File: src/rtl/core/ihexld_pkg.sv
package ihexld_pkg;

	typedef struct packed {
		logic       kind;
		logic [7:0] char_code;
	} in_item_t;

	typedef struct packed {
		logic [2:0]  result_kind;
		logic [15:0] write_address;
		logic [7:0]  write_byte;
		logic        in_protected;
		logic        last;
	} out_item_t;

	// One queued write: target address and data byte.
	typedef struct packed {
		logic [15:0] addr;
		logic [7:0]  data;
	} ring_entry_t;

	// Command from the parser to the output side.
	typedef struct packed {
		logic       is_write;
		logic [2:0] final_kind;
	} cmd_t;

	localparam logic KIND_CHAR = 1'b0;
	localparam logic KIND_TICK = 1'b1;

	localparam logic [2:0] RK_DATA    = 3'd0;
	localparam logic [2:0] RK_EOF     = 3'd1;
	localparam logic [2:0] RK_CSUM    = 3'd2;
	localparam logic [2:0] RK_TIMEOUT = 3'd3;
	localparam logic [2:0] RK_LENGTH  = 3'd4;

	localparam logic [7:0] REC_DATA = 8'h00;
	localparam logic [7:0] REC_EOF  = 8'h01;

	localparam logic [7:0] CHAR_ZERO = 8'h30;
	localparam logic [7:0] ALPHA_GAP = 8'd7;
	localparam logic [7:0] DIGIT_MAX = 8'd9;
	localparam logic [7:0] HEX_LO    = 8'd10;
	localparam logic [7:0] HEX_HI    = 8'd15;

	localparam logic [7:0] IDX_LENGTH  = 8'd0;
	localparam logic [7:0] IDX_ADDR_HI = 8'd1;
	localparam logic [7:0] IDX_ADDR_LO = 8'd2;
	localparam logic [7:0] IDX_TYPE    = 8'd3;
	localparam logic [7:0] IDX_DATA    = 8'd4;

	localparam logic CFG_TIMEOUT = 1'b0;
	localparam logic CFG_PROTECT = 1'b1;

	localparam logic [31:0] TIMEOUT_RESET = 32'd2000000;
	localparam logic [15:0] PROTECT_RESET = 16'd28672;

endpackage

File: src/rtl/core/ihexld_ram.sv
module ihexld_ram #(
	parameter int WIDTH = 24,
	parameter int DEPTH = 64
) (
	input  logic                     clk,
	input  logic                     we,
	input  logic [$clog2(DEPTH)-1:0] waddr,
	input  logic [WIDTH-1:0]         wdata,
	input  logic                     re,
	input  logic [$clog2(DEPTH)-1:0] raddr,
	output logic [WIDTH-1:0]         rdata
);

	logic [WIDTH-1:0] mem [DEPTH];

	always_ff @(posedge clk) begin
		if (we) begin
			mem[waddr] <= wdata;
		end
		if (re) begin
			rdata <= mem[raddr];
		end
	end

endmodule

File: src/rtl/core/ihexld_front.sv
module ihexld_front #(
	parameter int MAX_DATA_BYTES = 32,
	parameter int POS_W = 6
) (
	input  logic                 clk,
	input  logic                 arst_n,
	input  logic                 in_valid,
	output logic                 in_ready,
	input  ihexld_pkg::in_item_t in_item,
	input  logic [31:0]          timeout_limit,
	input  logic                 q_full,
	output logic                 push,
	output ihexld_pkg::cmd_t     push_cmd,
	output logic [POS_W-1:0]     push_pos,
	output logic                 ram_we,
	output logic [POS_W-1:0]     ram_waddr,
	output ihexld_pkg::ring_entry_t ram_wdata
);

	import ihexld_pkg::*;

	localparam int RING = 2 * MAX_DATA_BYTES;
	localparam int CNT_W = $clog2(RING + 1);

	logic             halted_q;
	logic [7:0]       acc_q;
	logic [8:0]       nc_q;
	logic [7:0]       sum_q;
	logic [7:0]       len_q;
	logic [15:0]      addr_q;
	logic [7:0]       type_q;
	logic [31:0]      idle_q;
	logic [POS_W-1:0] head_q;
	logic [CNT_W-1:0] rdy_q;
	logic [CNT_W-1:0] pend_q;
	logic             fin_valid_q;
	logic [2:0]       fin_kind_q;

	logic             halted_d;
	logic [7:0]       acc_d;
	logic [8:0]       nc_d;
	logic [7:0]       sum_d;
	logic [7:0]       len_d;
	logic [15:0]      addr_d;
	logic [7:0]       type_d;
	logic [31:0]      idle_d;
	logic [POS_W-1:0] head_d;
	logic [CNT_W-1:0] rdy_d;
	logic [CNT_W-1:0] pend_d;
	logic             fin_valid_d;
	logic [2:0]       fin_kind_d;

	logic accept;

	assign in_ready = !q_full;
	assign accept   = in_valid && in_ready;

	always_comb begin
		logic [7:0]   c_off;
		logic [7:0]   c_alpha;
		logic         digit_ok;
		logic [3:0]   digit;
		logic [7:0]   idx;
		logic [7:0]   data_idx;
		logic         new_rec;
		logic         stop;
		logic [2:0]   stop_kind;
		logic [CNT_W:0] used;
		logic [CNT_W:0] slot;

		halted_d    = halted_q;
		acc_d       = acc_q;
		nc_d        = nc_q;
		sum_d       = sum_q;
		len_d       = len_q;
		addr_d      = addr_q;
		type_d      = type_q;
		idle_d      = idle_q;
		head_d      = head_q;
		rdy_d       = rdy_q;
		pend_d      = pend_q;
		fin_valid_d = fin_valid_q;
		fin_kind_d  = fin_kind_q;
		new_rec     = 1'b0;
		stop        = 1'b0;
		stop_kind   = RK_DATA;
		push        = 1'b0;
		push_cmd    = '0;
		push_pos    = head_q;
		ram_we      = 1'b0;

		// Decimal digits map directly; A to F sit seven codes above '9'+1.
		c_off    = in_item.char_code - CHAR_ZERO;
		c_alpha  = c_off - ALPHA_GAP;
		digit_ok = (c_off <= DIGIT_MAX) || (c_alpha >= HEX_LO && c_alpha <= HEX_HI);
		digit    = (c_off <= DIGIT_MAX) ? c_off[3:0] : c_alpha[3:0];

		idx      = 8'(nc_q + 9'd1 >> 1) - 8'd1;
		data_idx = idx - IDX_DATA;

		used = (CNT_W + 1)'(rdy_q) + (CNT_W + 1)'(pend_q);
		slot = (CNT_W + 1)'(head_q) + used;
		if (slot >= (CNT_W + 1)'(RING)) begin
			slot = slot - (CNT_W + 1)'(RING);
		end
		ram_waddr          = POS_W'(slot);
		ram_wdata.addr     = addr_q + 16'(data_idx);
		ram_wdata.data     = {acc_q[3:0], digit};

		if (accept && !halted_q) begin
			if (in_item.kind == KIND_CHAR) begin
				if (digit_ok) begin
					idle_d = '0;
					acc_d  = {acc_q[3:0], digit};
					nc_d   = nc_q + 9'd1;
					if (!nc_d[0]) begin
						sum_d = sum_q + acc_d;
						unique case (idx)
							IDX_LENGTH: begin
								len_d = acc_d;
								if (acc_d > 8'(MAX_DATA_BYTES)) begin
									stop      = 1'b1;
									stop_kind = RK_LENGTH;
								end
							end
							IDX_ADDR_HI: addr_d = {acc_d, 8'h00};
							IDX_ADDR_LO: addr_d = {addr_q[15:8], acc_d};
							IDX_TYPE:    type_d = acc_d;
							default: begin
								if (data_idx < len_q) begin
									if (used < (CNT_W + 1)'(RING)) begin
										ram_we = 1'b1;
										pend_d = pend_q + CNT_W'(1);
									end
								end else if (sum_d != 8'h00) begin
									stop      = 1'b1;
									stop_kind = RK_CSUM;
								end else if (type_q == REC_DATA) begin
									rdy_d   = rdy_q + pend_q;
									new_rec = 1'b1;
								end else if (type_q == REC_EOF) begin
									stop      = 1'b1;
									stop_kind = RK_EOF;
								end else begin
									new_rec = 1'b1;
								end
							end
						endcase
					end
				end else begin
					new_rec = 1'b1;
				end
			end else begin
				if (idle_q != '1) begin
					idle_d = idle_q + 32'd1;
				end
				if (idle_d >= timeout_limit) begin
					stop      = 1'b1;
					stop_kind = RK_TIMEOUT;
				end
			end
		end

		if (new_rec || stop) begin
			acc_d  = '0;
			nc_d   = '0;
			sum_d  = '0;
			pend_d = '0;
		end
		if (stop) begin
			halted_d    = 1'b1;
			fin_valid_d = 1'b1;
			fin_kind_d  = stop_kind;
		end

		// Each item releases at most one result: the oldest committed write,
		// otherwise the held final event once the parser has stopped.
		if (accept) begin
			if (rdy_d != '0) begin
				push              = 1'b1;
				push_cmd.is_write = 1'b1;
				push_pos          = head_q;
				head_d            = (head_q == POS_W'(RING - 1)) ? '0 : head_q + POS_W'(1);
				rdy_d             = rdy_d - CNT_W'(1);
			end else if (halted_d && fin_valid_d) begin
				push                = 1'b1;
				push_cmd.is_write   = 1'b0;
				push_cmd.final_kind = fin_kind_d;
				fin_valid_d         = 1'b0;
			end
		end
	end

	always_ff @(posedge clk or negedge arst_n) begin
		if (!arst_n) begin
			halted_q    <= 1'b0;
			acc_q       <= '0;
			nc_q        <= '0;
			sum_q       <= '0;
			len_q       <= '0;
			addr_q      <= '0;
			type_q      <= '0;
			idle_q      <= '0;
			head_q      <= '0;
			rdy_q       <= '0;
			pend_q      <= '0;
			fin_valid_q <= 1'b0;
			fin_kind_q  <= '0;
		end else begin
			halted_q    <= halted_d;
			acc_q       <= acc_d;
			nc_q        <= nc_d;
			sum_q       <= sum_d;
			len_q       <= len_d;
			addr_q      <= addr_d;
			type_q      <= type_d;
			idle_q      <= idle_d;
			head_q      <= head_d;
			rdy_q       <= rdy_d;
			pend_q      <= pend_d;
			fin_valid_q <= fin_valid_d;
			fin_kind_q  <= fin_kind_d;
		end
	end

endmodule

File: src/rtl/core/ihexld_cmd_q.sv
module ihexld_cmd_q #(
	parameter int DEPTH = 4,
	parameter int POS_W = 6
) (
	input  logic             clk,
	input  logic             arst_n,
	input  logic             push,
	input  ihexld_pkg::cmd_t push_cmd,
	input  logic [POS_W-1:0] push_pos,
	input  logic             pop,
	output logic             full,
	output logic             valid,
	output ihexld_pkg::cmd_t head_cmd,
	output logic [POS_W-1:0] head_pos
);

	import ihexld_pkg::*;

	localparam int PTR_W = (DEPTH > 1) ? $clog2(DEPTH) : 1;
	localparam int CNT_W = $clog2(DEPTH + 1);

	cmd_t             cmd_q [DEPTH];
	logic [POS_W-1:0] pos_q [DEPTH];
	logic [PTR_W-1:0] wr_q;
	logic [PTR_W-1:0] rd_q;
	logic [CNT_W-1:0] cnt_q;

	logic do_push;
	logic do_pop;

	assign full     = (cnt_q == CNT_W'(DEPTH));
	assign valid    = (cnt_q != '0);
	assign head_cmd = cmd_q[rd_q];
	assign head_pos = pos_q[rd_q];
	assign do_push  = push && !full;
	assign do_pop   = pop && valid;

	always_ff @(posedge clk) begin
		if (do_push) begin
			cmd_q[wr_q] <= push_cmd;
			pos_q[wr_q] <= push_pos;
		end
	end

	always_ff @(posedge clk or negedge arst_n) begin
		if (!arst_n) begin
			wr_q  <= '0;
			rd_q  <= '0;
			cnt_q <= '0;
		end else begin
			if (do_push) begin
				wr_q <= (wr_q == PTR_W'(DEPTH - 1)) ? '0 : wr_q + PTR_W'(1);
			end
			if (do_pop) begin
				rd_q <= (rd_q == PTR_W'(DEPTH - 1)) ? '0 : rd_q + PTR_W'(1);
			end
			if (do_push && !do_pop) begin
				cnt_q <= cnt_q + CNT_W'(1);
			end else if (do_pop && !do_push) begin
				cnt_q <= cnt_q - CNT_W'(1);
			end
		end
	end

endmodule

File: src/rtl/core/ihexld_back.sv
module ihexld_back #(
	parameter int POS_W = 6
) (
	input  logic                    clk,
	input  logic                    arst_n,
	input  logic                    q_valid,
	input  ihexld_pkg::cmd_t        q_cmd,
	input  logic [POS_W-1:0]        q_pos,
	output logic                    q_pop,
	output logic                    ram_re,
	output logic [POS_W-1:0]        ram_raddr,
	input  ihexld_pkg::ring_entry_t ram_rdata,
	input  logic [15:0]             protect_start,
	output logic                    out_valid,
	input  logic                    out_ready,
	output ihexld_pkg::out_item_t   out_item
);

	import ihexld_pkg::*;

	logic      valid_s1;
	cmd_t      cmd_s1;
	logic      out_valid_q;
	out_item_t out_item_q;
	logic      advance;

	// The RAM read issued with the pop lands while the command sits in stage one.
	assign advance   = valid_s1 && (!out_valid_q || out_ready);
	assign q_pop     = q_valid && (!valid_s1 || advance);
	assign ram_re    = q_pop && q_cmd.is_write;
	assign ram_raddr = q_pos;
	assign out_valid = out_valid_q;
	assign out_item  = out_item_q;

	always_ff @(posedge clk) begin
		if (q_pop) begin
			cmd_s1 <= q_cmd;
		end
		if (advance) begin
			out_item_q.last <= 1'b1;
			if (cmd_s1.is_write) begin
				out_item_q.result_kind   <= RK_DATA;
				out_item_q.write_address <= ram_rdata.addr;
				out_item_q.write_byte    <= ram_rdata.data;
				out_item_q.in_protected  <= (ram_rdata.addr >= protect_start);
			end else begin
				out_item_q.result_kind   <= cmd_s1.final_kind;
				out_item_q.write_address <= '0;
				out_item_q.write_byte    <= '0;
				out_item_q.in_protected  <= 1'b0;
			end
		end
	end

	always_ff @(posedge clk or negedge arst_n) begin
		if (!arst_n) begin
			valid_s1    <= 1'b0;
			out_valid_q <= 1'b0;
		end else begin
			if (q_pop) begin
				valid_s1 <= 1'b1;
			end else if (advance) begin
				valid_s1 <= 1'b0;
			end
			if (advance) begin
				out_valid_q <= 1'b1;
			end else if (out_ready) begin
				out_valid_q <= 1'b0;
			end
		end
	end

endmodule

File: src/rtl/core/intel_hex_record_loader_core.sv
// Accepts one item per cycle while the command queue has room.
// A result passes through the command queue, the write-queue RAM read and the
// output register after the item that releases it.
// An item releases at most one result, so output throughput is one per item.
// Reset is asynchronous and active low; no clearing pass is needed.
module intel_hex_record_loader_core #(
	parameter int MAX_DATA_BYTES = 32,
	parameter int CMD_DEPTH = 4
) (
	input  logic                  clk,
	input  logic                  arst_n,
	input  logic                  in_valid,
	output logic                  in_ready,
	input  ihexld_pkg::in_item_t  in_item,
	output logic                  out_valid,
	input  logic                  out_ready,
	output ihexld_pkg::out_item_t out_item,
	input  logic                  cfg_we,
	input  logic                  cfg_index,
	input  logic [31:0]           cfg_data
);

	import ihexld_pkg::*;

	localparam int RING = 2 * MAX_DATA_BYTES;
	localparam int POS_W = $clog2(RING);

	logic [31:0] timeout_limit_q;
	logic [15:0] protect_start_q;

	logic             q_full;
	logic             push;
	cmd_t             push_cmd;
	logic [POS_W-1:0] push_pos;
	logic             q_valid;
	logic             q_pop;
	cmd_t             q_cmd;
	logic [POS_W-1:0] q_pos;

	logic             ram_we;
	logic [POS_W-1:0] ram_waddr;
	ring_entry_t      ram_wdata;
	logic             ram_re;
	logic [POS_W-1:0] ram_raddr;
	ring_entry_t      ram_rdata;

	always_ff @(posedge clk or negedge arst_n) begin
		if (!arst_n) begin
			timeout_limit_q <= TIMEOUT_RESET;
			protect_start_q <= PROTECT_RESET;
		end else if (cfg_we) begin
			unique case (cfg_index)
				CFG_TIMEOUT: timeout_limit_q <= cfg_data;
				CFG_PROTECT: protect_start_q <= cfg_data[15:0];
				default: ;
			endcase
		end
	end

	ihexld_front #(
		.MAX_DATA_BYTES(MAX_DATA_BYTES),
		.POS_W(POS_W)
	) u_front (
		.clk(clk),
		.arst_n(arst_n),
		.in_valid(in_valid),
		.in_ready(in_ready),
		.in_item(in_item),
		.timeout_limit(timeout_limit_q),
		.q_full(q_full),
		.push(push),
		.push_cmd(push_cmd),
		.push_pos(push_pos),
		.ram_we(ram_we),
		.ram_waddr(ram_waddr),
		.ram_wdata(ram_wdata)
	);

	ihexld_cmd_q #(
		.DEPTH(CMD_DEPTH),
		.POS_W(POS_W)
	) u_cmd_q (
		.clk(clk),
		.arst_n(arst_n),
		.push(push),
		.push_cmd(push_cmd),
		.push_pos(push_pos),
		.pop(q_pop),
		.full(q_full),
		.valid(q_valid),
		.head_cmd(q_cmd),
		.head_pos(q_pos)
	);

	ihexld_ram #(
		.WIDTH($bits(ring_entry_t)),
		.DEPTH(RING)
	) u_ram (
		.clk(clk),
		.we(ram_we),
		.waddr(ram_waddr),
		.wdata(ram_wdata),
		.re(ram_re),
		.raddr(ram_raddr),
		.rdata(ram_rdata)
	);

	ihexld_back #(
		.POS_W(POS_W)
	) u_back (
		.clk(clk),
		.arst_n(arst_n),
		.q_valid(q_valid),
		.q_cmd(q_cmd),
		.q_pos(q_pos),
		.q_pop(q_pop),
		.ram_re(ram_re),
		.ram_raddr(ram_raddr),
		.ram_rdata(ram_rdata),
		.protect_start(protect_start_q),
		.out_valid(out_valid),
		.out_ready(out_ready),
		.out_item(out_item)
	);

endmodule

File: config.mk
export PLATFORM = sky130hd
export DESIGN_NAME = intel_hex_record_loader_core
export DESIGN_NICKNAME = d
export VERILOG_FILES = /design/src/rtl/core/ihexld_pkg.sv /design/src/rtl/core/ihexld_ram.sv /design/src/rtl/core/ihexld_front.sv /design/src/rtl/core/ihexld_cmd_q.sv /design/src/rtl/core/ihexld_back.sv /design/src/rtl/core/intel_hex_record_loader_core.sv
export SDC_FILE = /design/constraint.sdc
export NUM_CORES = 2
export LEC_CHECK = 0
export ABC_AREA = 1
export BUFFER_PORTS_ARGS = -buffer_cell sky130_fd_sc_hd__buf_2
export CORE_MARGIN = 2
export CORE_UTILIZATION = 45
export DETAILED_ROUTE_END_ITERATION = 10
export PLACE_DENSITY_LB_ADDON = 0.25
export RECOVER_POWER = 25
export SLEW_MARGIN = 15
export SYNTH_ARGS = -nofsm -noshare
export SYNTH_HDL_FRONTEND = slang
export SYNTH_SLANG_ARGS = --single-unit
File: constraint.sdc
create_clock -name clk -period 16.95 [get_ports clk]
set_input_delay 2.5425 -clock clk [delete_from_list [all_inputs] [get_ports clk]]
set_output_delay 2.5425 -clock clk [all_outputs]
set_load 0.005 [all_outputs]
* Word-level counts from Yosys, hierarchy flattened
Memory sizes are Yosys's and may differ from the RTL's. A register that Yosys moved wholly into a read port is not among the register bits. Cells that the tools add are included.
Cells by class: $add $sub $neg 19, magnitude comparators 9, equal/unequal tests 12, muxes and demuxes 103, bitwise gates (word level) 4, reductions and logical operators 48
Operators by type and width (count):
- 2-to-1 mux 32 bit | 5
- 2-to-1 mux 7 bit | 18
- 2-to-1 mux 1 bit | 44
- 2-to-1 mux 8 bit | 5
- 2-to-1 mux 3 bit | 13
- 2-to-1 mux 9 bit | 4
- adder 32 x 1 -> 32 bit, second input constant | 1
- >= comparator 32 bit | 1
- != test 32 bit, second input constant | 1
- case mux 16 bit (2 select lines) | 1
- 2-to-1 mux 4 bit | 6
- nonzero test 2 bit | 9
- adder 16 x 8 -> 16 bit | 1
- == test 8 x 1 -> 1 bit, second input constant | 2
- == test 8 x 2 -> 1 bit, second input constant | 2
- >= comparator 16 bit | 1
- <= comparator 8 x 4 -> 1 bit, second input constant | 2
- logical NOT 8 bit | 2
- subtractor 8 x 3 -> 8 bit, second input constant | 2
- AND reduction 5 bit | 3
- 2-to-1 mux 6 bit | 2
- logical AND 1 bit | 11
- adder 9 x 1 -> 9 bit, second input constant | 1
- adder 6 x 8 -> 8 bit | 1
- 38 further kinds | 57
Storage, ports and cells: bits in registers 199, RAM bits 1576, bits of input ports 47, word-level logic and storage cells 225, memories kept 3
Memories:
- u_ram.mem | depth 64, width 24, rd ports 1, clocked after Yosys merged registers in 1, wr ports 1, RTL line ihexld_ram.sv:14 | logic [WIDTH-1:0] mem [DEPTH];
- u_cmd_q.pos_q | depth 4, width 6, rd ports 1, clocked after Yosys merged registers in 0, wr ports 1, RTL line ihexld_cmd_q.sv:23 | logic [POS_W-1:0] pos_q [DEPTH];
- u_cmd_q.cmd_q | depth 4, width 4, rd ports 1, clocked after Yosys merged registers in 0, wr ports 1, RTL line ihexld_cmd_q.sv:22 | cmd_t cmd_q [DEPTH];

* Depth between registers and ports, before layout
depth in word-level cells 22, gate-level depth with buffers 35, depth with buffers taken out 35

* By module
From an unflattened synthesis, not the netlist that was laid out.
Second synthesis, totals: cells, all modules 7056, area total of the unflattened synthesis 77942.3 um^2
By module, submodules not included:
- ihexld_ram | times used 1, cells each 5248, area each 63053.0 um^2, seq. area each 46844.9 um^2
- ihexld_front | times used 1, cells each 1243, area each 9137.5 um^2, seq. area each 2752.6 um^2
- ihexld_cmd_q | times used 1, cells each 176, area each 2087.0 um^2, seq. area each 1376.3 um^2
- intel_hex_record_loader_core | times used 1, cells each 209, area each 1896.8 um^2, seq. area each 1213.7 um^2
- ihexld_back | times used 1, cells each 180, area each 1767.9 um^2, seq. area each 1011.0 um^2

* Least setup slack after synthesis
OpenSTA, ideal clock, no wires.
path type input-to-reg, start in in_item[1] (netlist name), end reg u_cmd_q.cnt_q[1], setup time 0.123 ns, data arrival time 7.645 ns, data required time 16.827 ns, setup slack 9.182 ns, cell stages on the path 30, buffers on the path 0, path through inv_1 ha_1 o21bai_1 a21oi_2 nand3_1 nand2_1 nand2_1 ha_1 inv_1 fa_1 xor2_1 nand3b_1 nor2_1 nand2_1 nor2_1 nand4_1 nor2_1 nand4_2 o21ai_1 ha_1 nand3_1 nor2_2 nand2_1 nand2_2 inv_1 ha_1 inv_1 fa_1 nor2_1 a21oi_1
RTL lines:
- start: declaration | RTL line intel_hex_record_loader_core.sv:14 | input ihexld_pkg::in_item_t in_item,
- end signal: assignment | RTL line ihexld_cmd_q.sv:58 | cnt_q <= cnt_q + CNT_W'(1);
- end signal: assignment | RTL line ihexld_cmd_q.sv:60 | cnt_q <= cnt_q - CNT_W'(1);
- end: declaration | RTL line ihexld_cmd_q.sv:26 | logic [CNT_W-1:0] cnt_q;

==> flow_summary.toml <==
[run_status]
outcome = "complete, but fails checks"
violations = "max-capacitance violations, max-slew violations"

[global_route]
grt_pass1_wl_um = 295000
grt_use_total = 0.228
overflow = 0
antenna_found_initial = 4
grt_max_degree = 204
grt_pass1_vias = 46900

[power]
comb_power_share = 0.385
cellPowerDensity_nw_per_um2 = 172
clkPwrFrac = 0.263
vdd_drop_max_v = 0.000221
seq_power_share = 0.352
switchingPower_mw = 5.95
power_leakage_nw = 28.3
swShare = 0.411
internal_power_mw = 8.52
finalPower_mw = 14.5

[final_layout]
nNetsFinal = 6366
postLayoutCoreUtil = 0.505
ff_latch_area_um2 = 53200
multi_input_area_um2 = 20200
drive_above_1_share = 0.0963
fill_cells = 14300
most-common-layout-cells = "edfxtp_1 (1632), nor2_1 (1464), o21ai_0 (494)"
area_delta_synth_final_pct = 11.6
final_area_um2 = 84300
layout_commonest_cell = "edfxtp_1"
layout.cells.non_filler = 8548

[sta]
relSlewSlack = -2.43
tightest_slew_ns = 5.14
rsz0062_at_grt = "no"
hold_violations = 0
finalCritPeriodShare = 0.577
setup_ws_ns = 7.17
fmax_mhz = 102
holdWs_ns = 0.480
setup_violations = 0
skew_ns = 0.0487
fin_crit_ns = 9.78
fin_setup_tns_ns = 0
drv_slew = 938

[setup_path]
critPathRequiredTime_ns = 17.65
end_kind = "flop"
critical_path_class = "primary input to flop"
path_buf_inv = 6
cp_max_fo = 68
cp-start-kind = "primary input"
cpMaxStageDelayCell = "clkbuf_1"
slowest_delay_ns = 2.31
cp.arrival_ns = 10.48
crit_family = "buffers and inverters"

[detailed_routing]
first_pass_iters = 6
initialDrtViolationCount = 5618
remaining_drc_errors = 0
postRouteAntennaNets = 0
drt-total-wl_um = 197000
vias_per_cell = 5.73
avgRoutedWirePerCell_um = 23.0
vias = 49000

[cts]
clock-sinks = 1799
cts_resized = 0
path_clk_slew_ns = 0.07
root_buffer = "clkbuf_16"
insertion_delay_ns = 0.82
cts_buffers = 182
holdBufCountCts = 0
cts_tree = "done"
cts.htree.levels = 4
cts.path.max_buffers = 3
cts_setup_buffers = 0

[placed_design]
numPortBuffers = 76
hpwl_um = 108000
dp_slack_ns = 8.47
place.gp.congestion = 0.847
place_area_um2 = 78800
place_inst = 8226

[floorplan]
rows = 150
io-pin-count = 78
die_area_um2 = 171000
coreArea_um2 = 167000
die_h_um = 414
floorplan.initialDensity = 0.452
die_w_um = 414

[logic_synthesis]
synth_top_area_share = 0.649
syn_inst = 6180
synth.area.top_cells = "edfxtp_1 (65%), nor2_1 (7.6%), dfrtp_1 (5.2%)"
synth_seq_cells = 1799
synth_cell_type_count = 56
yosys_warnings = 0
async_flop_share = 0.0928
yosys.area.top_type = "edfxtp_1"
synth_area_um2 = 75500
synth_edf_count = 1632
ys.flop_type = "edfxtp_1"
ys_seq_area_frac = 0.705
postSynthNetCount = 6340
avgSynthCellArea_um2 = 12.2

[hold_path]
hold_class = "flop to flop"

[job]
cap_violations = 14
## metal layers
| layer | global-route usage | routed length, µm | up-vias |
|---|---|---|---|
| met5 | 0 | 0 | - |
| met4 | 0.0717 | 5870 | 0 |
| met3 | 0.0391 | 14100 | 326 |
| met2 | 0.355 | 89800 | 1662 |
| met1 | 0.329 | 87200 | 24400 |
| li1 | - | - | 22500 |
## cell families after synthesis
group,after synthesis,synth area share
fa+ha+maj,113,0.0192
compound gates,1282,0.114
simple gates,2257,0.120
other cells,1,0.0000497
buf+inv,657,0.0333
xor+xnor,71,0.00824
flops,1799,0.705
## path summary, 6_finish.rpt
kind                                startpoint                   to  cells after the start  slack [ns]
setup / recovery                    in_item[0]     u_cmd_q.cnt_q[1]                     32        7.17
hold / removal             timeout_limit_q[17]  timeout_limit_q[17]                      2        0.48
setup reg to reg             u_front.idle_q[0]     u_cmd_q.cnt_q[2]                     34       10.40
hold reg to reg            timeout_limit_q[17]  timeout_limit_q[17]                      2        0.48
max in group asynchronous               arst_n   u_front.idle_q[28]                      2        7.42
min in group asynchronous               arst_n      u_front.nc_q[7]                      1        3.62
## final cells by class
type                       count  area share
sequential                  1799       0.631
multi-input combinational   3724       0.240
clock buffer                 235      0.0570
tap                         2204      0.0327
timing repair buffer         205      0.0161
inverter                     294      0.0133
clock inverter                86     0.00915
antenna                        1   0.0000297
## registers in the layout (all words and copies together), names as in the netlist, 3 cells and up
register	flops
u_ram.mem	1536
timeout_limit_q	32
u_front.idle_q	32
u_back.out_item	28
u_cmd_q.pos_q	24
u_ram.rdata	24
protect_start_q	16
u_cmd_q.cmd_q	16
u_front.addr_q	16
u_front.nc_q	9
u_front.len_q	8
u_front.sum_q	8
u_front.type_q	8
u_front.pend_q	7
u_front.rdy_q	7
u_front.head_q	6
u_back.cmd_s1	4
u_front.acc_q	4
u_cmd_q.cnt_q	3
u_front.fin_kind_q	3
## cell usage after synthesis (10+ instances only)
cell type	n
inv_2	10
nand2_2	25
edfxtp_1	1632
xnor2_1	13
o211ai_1	243
nand2_1	466
buf_2	16
inv_1	280
or2_2	14
buf_1	21
a21oi_1	81
xor2_1	58
nand4_1	39
o21ai_0	495
nand3_1	118
o22ai_1	18
ha_1	108
clkbuf_1	320
dfstp_2	10
o32ai_1	192
o311ai_0	192
o21ai_1	17
nor3_1	26
dfrtp_1	157
nor2_1	1530
## tightest hold or removal path, stage by stage (launching register included)
cell	delay (ns)
dfstp_2	0.36
inv_1	0.06
a21oi_1	0.06
## power by group through the flow
| stage | clock (mW) | sequential [mW] | combinational, mW |
|---|---|---|---|
| after floorplan | 0 | 5.14 | 3.48 |
| after global placement | 0 | 5.19 | 5.43 |
| after detailed placement | 0 | 5.19 | 5.51 |
| after CTS | 3.87 | 5.10 | 5.52 |
| after global routing | 4.04 | 5.11 | 6.03 |
| final | 3.81 | 5.10 | 5.56 |
Power figures use the tool's default switching activity.
